<file path="src/hdl/dvrt_ram.sv">
// Generic single-write, single-read RAM with registered read data.
// No dependencies.
module dvrt_ram #(
    parameter int WIDTH = 8,
    parameter int DEPTH = 64
) (
    input  logic                     i_clk,
    input  logic                     i_we,
    input  logic [$clog2(DEPTH)-1:0] i_waddr,
    input  logic [WIDTH-1:0]         i_wdata,
    input  logic [$clog2(DEPTH)-1:0] i_raddr,
    output logic [WIDTH-1:0]         o_rdata
);

    logic [WIDTH-1:0] r_mem [DEPTH];
    logic [WIDTH-1:0] r_rdata;

    always_ff @(posedge i_clk) begin
        if (i_we) begin
            r_mem[i_waddr] <= i_wdata;
        end
        r_rdata <= r_mem[i_raddr];
    end

    assign o_rdata = r_rdata;

endmodule

</file>
<file path="config.mk">
export PLATFORM = sky130hd
export DESIGN_NAME = dvrt_ram
export DESIGN_NICKNAME = d
export VERILOG_FILES = /design/src/hdl/dvrt_ram.sv
export SDC_FILE = /design/constraint.sdc
export NUM_CORES = 1
export LEC_CHECK = 0
export ABC_CLOCK_PERIOD_IN_PS = 2300
export BUFFER_PORTS_ARGS = -buffer_cell sky130_fd_sc_hd__clkbuf_2
export CELL_PAD_IN_SITES_DETAIL_PLACEMENT = 0
export CELL_PAD_IN_SITES_GLOBAL_PLACEMENT = 2
export CORE_UTILIZATION = 50
export CTS_BUF_LIST = sky130_fd_sc_hd__clkbuf_4
export DETAILED_ROUTE_END_ITERATION = 8
export PLACE_DENSITY = 0.78
export SKIP_LAST_GASP = 1
export SYNTH_ARGS = -nofsm -noshare
export SYNTH_HDL_FRONTEND = slang
export SYNTH_SLANG_ARGS = --single-unit
</file>
<file path="constraint.sdc">
create_clock -name i_clk -period 2.3 [get_ports i_clk]
set_input_delay 0.23 -clock i_clk [delete_from_list [all_inputs] [get_ports i_clk]]
set_output_delay 0.23 -clock i_clk [all_outputs]
set_load 0.02 [all_outputs]
</file>
Word-level counts from Yosys, hierarchy flattened. Memory sizes are Yosys's and may differ from the RTL's. A register that Yosys moved wholly into a read port is not among the register bits. Index checks and enable logic that the tools add are counted.

Mux-type cells: 2.

Operator list (count): $mux W1 (2).

Output and inout port bits: 8. Memory bits (writable): 512. Bits in registers: 0. Memories kept: 1.

Memories: r_mem (depth 64, bits a word 8, read ports 1, clocked after Yosys merged registers in 1, write ports 1, line 15) `logic [WIDTH-1:0] r_mem [DEPTH];`.

Logic depth before layout (Yosys ltp).
Depth after elaboration: 2. Depth in mapped cells: 9. Depth with buffers taken out: 5.

Worst setup path after synthesis. OpenSTA, ideal clock, no wires.

Path type: input -> register. From: input port i_raddr[1]. To: register r_rdata[3] (netlist: o_rdata[3]) (read register of r_mem). Path buffers: 3. Slack: 0.402 ns. Data arrival time: 1.770 ns. Stages on the path: 7. Data required time: 2.172 ns. Cells stage by stage: buf_4 -> buf_2 -> buf_2 -> mux4_2 -> mux4_2 -> o21ai_1 -> o41ai_1.

RTL lines: from (decl) (line 11) `input logic [$clog2(DEPTH)-1:0] i_raddr,`; to (decl) (line 16) `logic [WIDTH-1:0] r_rdata;`.

==> tab_implementation.tex <==
\begin{tabular}{lr}
\hline
Metric & Value \\
\hline
\multicolumn{2}{l}{\textbf{Pwr}} \\
Leakage power of the design & approximately 7.9 nW \\
Final Total Pwr & around 19 mW \\
Max rail drop VDD & between 0.4 and 0.5 mV \\
Power per cell area & between 800 and 900 nW/µm² \\
\multicolumn{2}{l}{\textbf{Worst setup path}} \\
CP startpoint kind & flip-flop \\
Critical path class & flip-flop to flip-flop \\
Arrival time of the worst setup path & between 2000 and 3000 ps \\
Kind of capture point of the worst setup path & flip-flop \\
Data required time at the worst endpoint & a little under 3000 ps \\
Critical-path maximum fanout & 1 \\
\multicolumn{2}{l}{\textbf{Synthesis}} \\
Synthesized instance count & between 900 and 1000 \\
Synthesized area per cell & about 21 µm² \\
Post-synthesis cell type with the largest combined area & edfxtp\_1 \\
Area fraction of the dominant cell type after synthesis & 0.7624 \\
Part of the Yosys area used for sequential elements & 0.7703 \\
\#FFs+latches synth & 520 \\
Synth Warn \# & 0 \\
Top cells by area in the synthesized netlist & edfxtp\_1, mux4\_2, nor2\_1 \\
Post-Synthesis Net Count & slightly below 1000 \\
Synthesized area & 20170 µm² \\
Number of different library cells in the post-synthesis netlist & 40 \\
\multicolumn{2}{l}{\textbf{Clock tree}} \\
Register clock-pin slew on the reported worst setup and hold paths & $\sim$60 ps \\
Number of cells upsized or downsized after cts & 0 \\
Cell at the root of the clock tree & clkbuf\_4 \\
Post-CTS setup repair buffer count & 0 \\
Worst-Skew Late Latency & around 800 ps \\
Clock sink total & 520 \\
TritonCTS clock tree & built \\
Maximum buffer depth of the clock tree & 3 \\
Num CTS Buffers & 133 \\
Total number of H-tree levels & 4 \\
\multicolumn{2}{l}{\textbf{Die}} \\
Rows & 73 \\
Total I/O pin count & 30 \\
Initial Util & 0.5076 \\
Horiz. Die Dim & roughly 200 µm \\
Die Area & about 41000 µm² \\
Core footprint & between 30000 and 40000 µm² \\
Vertical die dimension & a little over 200 µm \\
\multicolumn{2}{l}{\textbf{Timing}} \\
Min Tclk post-route & slightly above 2000 ps \\
Unrepaired setup endpoints after global routing & no \\
Final worst setup slack & roughly 230 ps \\
Slew at the pin closest to its max-slew limit & approximately 900 ps \\
Final slew viol count & 0 \\
Worst hold margin & approximately 84 ps \\
Fin crit share & 0.9017 \\
Clk\_skew & $\sim$23 ps \\
Total Negative Setup Slacks & 0 ps \\
Final setup viols & 0 \\
Total count of hold-check failures in the final report & 0 \\
Worst-case headroom to the max-slew limit & 0.3926 \\
Achievable Freq & around 0.48 GHz \\
\multicolumn{2}{l}{\textbf{Layout}} \\
Area of all placed cells without fillers & around 24000 µm² \\
Leading cell type in the layout, fill and taps excluded & edfxtp\_1 \\
Non-filler instance count after layout & approximately 1800 \\
Proportion of layout cells with a drive suffix above 1 & 0.3988 \\
Nets & $\sim$1200 \\
Area growth from synthesis to final layout & 16.64\% \\
Final Core Density & 0.5920 \\
Commonest cells after routing, fill and taps aside & edfxtp\_1, clkbuf\_4, buf\_4 \\
\multicolumn{2}{l}{\textbf{Routing}} \\
Number of remaining DRC errors & 0 \\
Number of DRC markers in iteration 0 & between 800 and 900 \\
Via count & roughly 10000 \\
Routed wire length & 45480 µm \\
DR WL/cell & $\sim$25 µm \\
Avg Vias per Cell & 5.716 \\
Remaining antenna violation count & 0 \\
First drt pass iteration count & 5 \\
\multicolumn{2}{l}{\textbf{Place}} \\
Number of buffers inserted by port buffering & 29 \\
Worst setup timing slack at the placement stage & -65.57 ps \\
RD Place Congestion & roughly 0.81 \\
Placed wire-length estimate after detailed placement & 29450 µm \\
\# placed instances & around 1600 \\
Cell area after placement & around 22000 µm² \\
\multicolumn{2}{l}{\textbf{Global routing}} \\
Met3 layer usage reported by global route & 0.05152 \\
First-pass GRT wire length & 67960 µm \\
Congestion Overflow GR & 0 \\
Vias in the first global route & 10790 \\
Number of antenna violations at the first check in global routing & 1 \\
GR met2 Demand/Resource & 0.3602 \\
Met1 usage & 0.3235 \\
Gr usage total & 0.2315 \\
Most used routing layer & met2 \\
Maximum number of pins on one net before global-route repair & 65 \\
\multicolumn{2}{l}{\textbf{Flow run}} \\
\# Max-Cap Violations & 0 \\
\multicolumn{2}{l}{\textbf{Hold path}} \\
Type of the most critical hold path & input pin to flip-flop \\
\multicolumn{2}{l}{\textbf{Status}} \\
Status & complete, no violations \\
\hline
\end{tabular}
## critical path: stages (launching register included)
cell and delay, ps:
edfxtp_1 380, mux4_2 480, mux2_2 300, o221a_2 280, nor3_1 180, buf_4 150
o32ai_1 80, buf_4 140
## power breakdown
part	switching, mW	internal [mW]
Sequential	0.0425	10.5
Clock	3.47	4.03
Combinational	0.625	0.446
## synthesized netlist by cell type (all sizes together)
cell and count:
a2111oi 2, a211oi 4, a21oi 3, a221oi 6
a22oi 3, a31oi 1, and2 1, buf 34
clkbuf 17, dfxtp 8, edfxtp 512, mux2 13
mux2i 23, mux4 126, nand2 19, nand2b 7
nand3 13, nand3b 3, nand4 2, nand4b 1
nor2 83, nor2b 14, nor3 7, nor4 2
o2111ai 3, o21a 2, o21ai 4, o221a 2
o221ai 8, o22ai 8, o2bb2ai 3, o311ai 1
o32ai 2, o41ai 2, or3 1
## sequential cells by signal (all words and copies together) (netlist names)
name / cells
r_mem: 512
o_rdata: 8
## layer usage
layer / up-vias / share of wire
li1: 4558 / -
met1: 5447 / 0.44
met2: 347 / 0.49
met3: 51 / 0.055
met4: 0 / 0.020
met5: - / 0
## cells by family (layout without fill, tap and decap cells)
family | after synthesis | count (layout) | share of synthesized area
buf+inv | 51 | 405 | 0.01570
other cells | 0 | 1 | 0
mux | 162 | 162 | 0.1594
simple gates | 153 | 153 | 0.03387
flops | 520 | 520 | 0.7703
compound gates | 54 | 54 | 0.02072
## repair_timing
| action | CTS | global route |
|---|---|---|
| setup endpoints to repair | 0 | 0 |
| hold endpoints to repair | 7 | 0 |
| hold buffers | 2 | 0 |
## final cells by class
type	count	area [µm²]
fillers	3017	16210
multi-input cells	369	4315
clock buffers	184	1381
clock inverters	42	241.5
repair buffers	179	1390
diodes	1	2.502
well taps	525	656.9
flip-flops and latches	520	15530
## path summary, 6_finish.rpt
check	start	end	cells after the start	slack [ps]
worst min register to register	r_mem[22][0]$_DFFE_PP_	o_rdata[0]$_DFF_P_	4	840
worst min-delay path	i_wdata[7]	r_mem[53][7]$_DFFE_PP_	2	80
worst max-delay path	r_mem[29][4]$_DFFE_PP_	o_rdata[4]$_DFF_P_	7	230
worst max register to register	r_mem[29][4]$_DFFE_PP_	o_rdata[4]$_DFF_P_	7	230
Note: power is estimated with default switching activity, not from simulation.
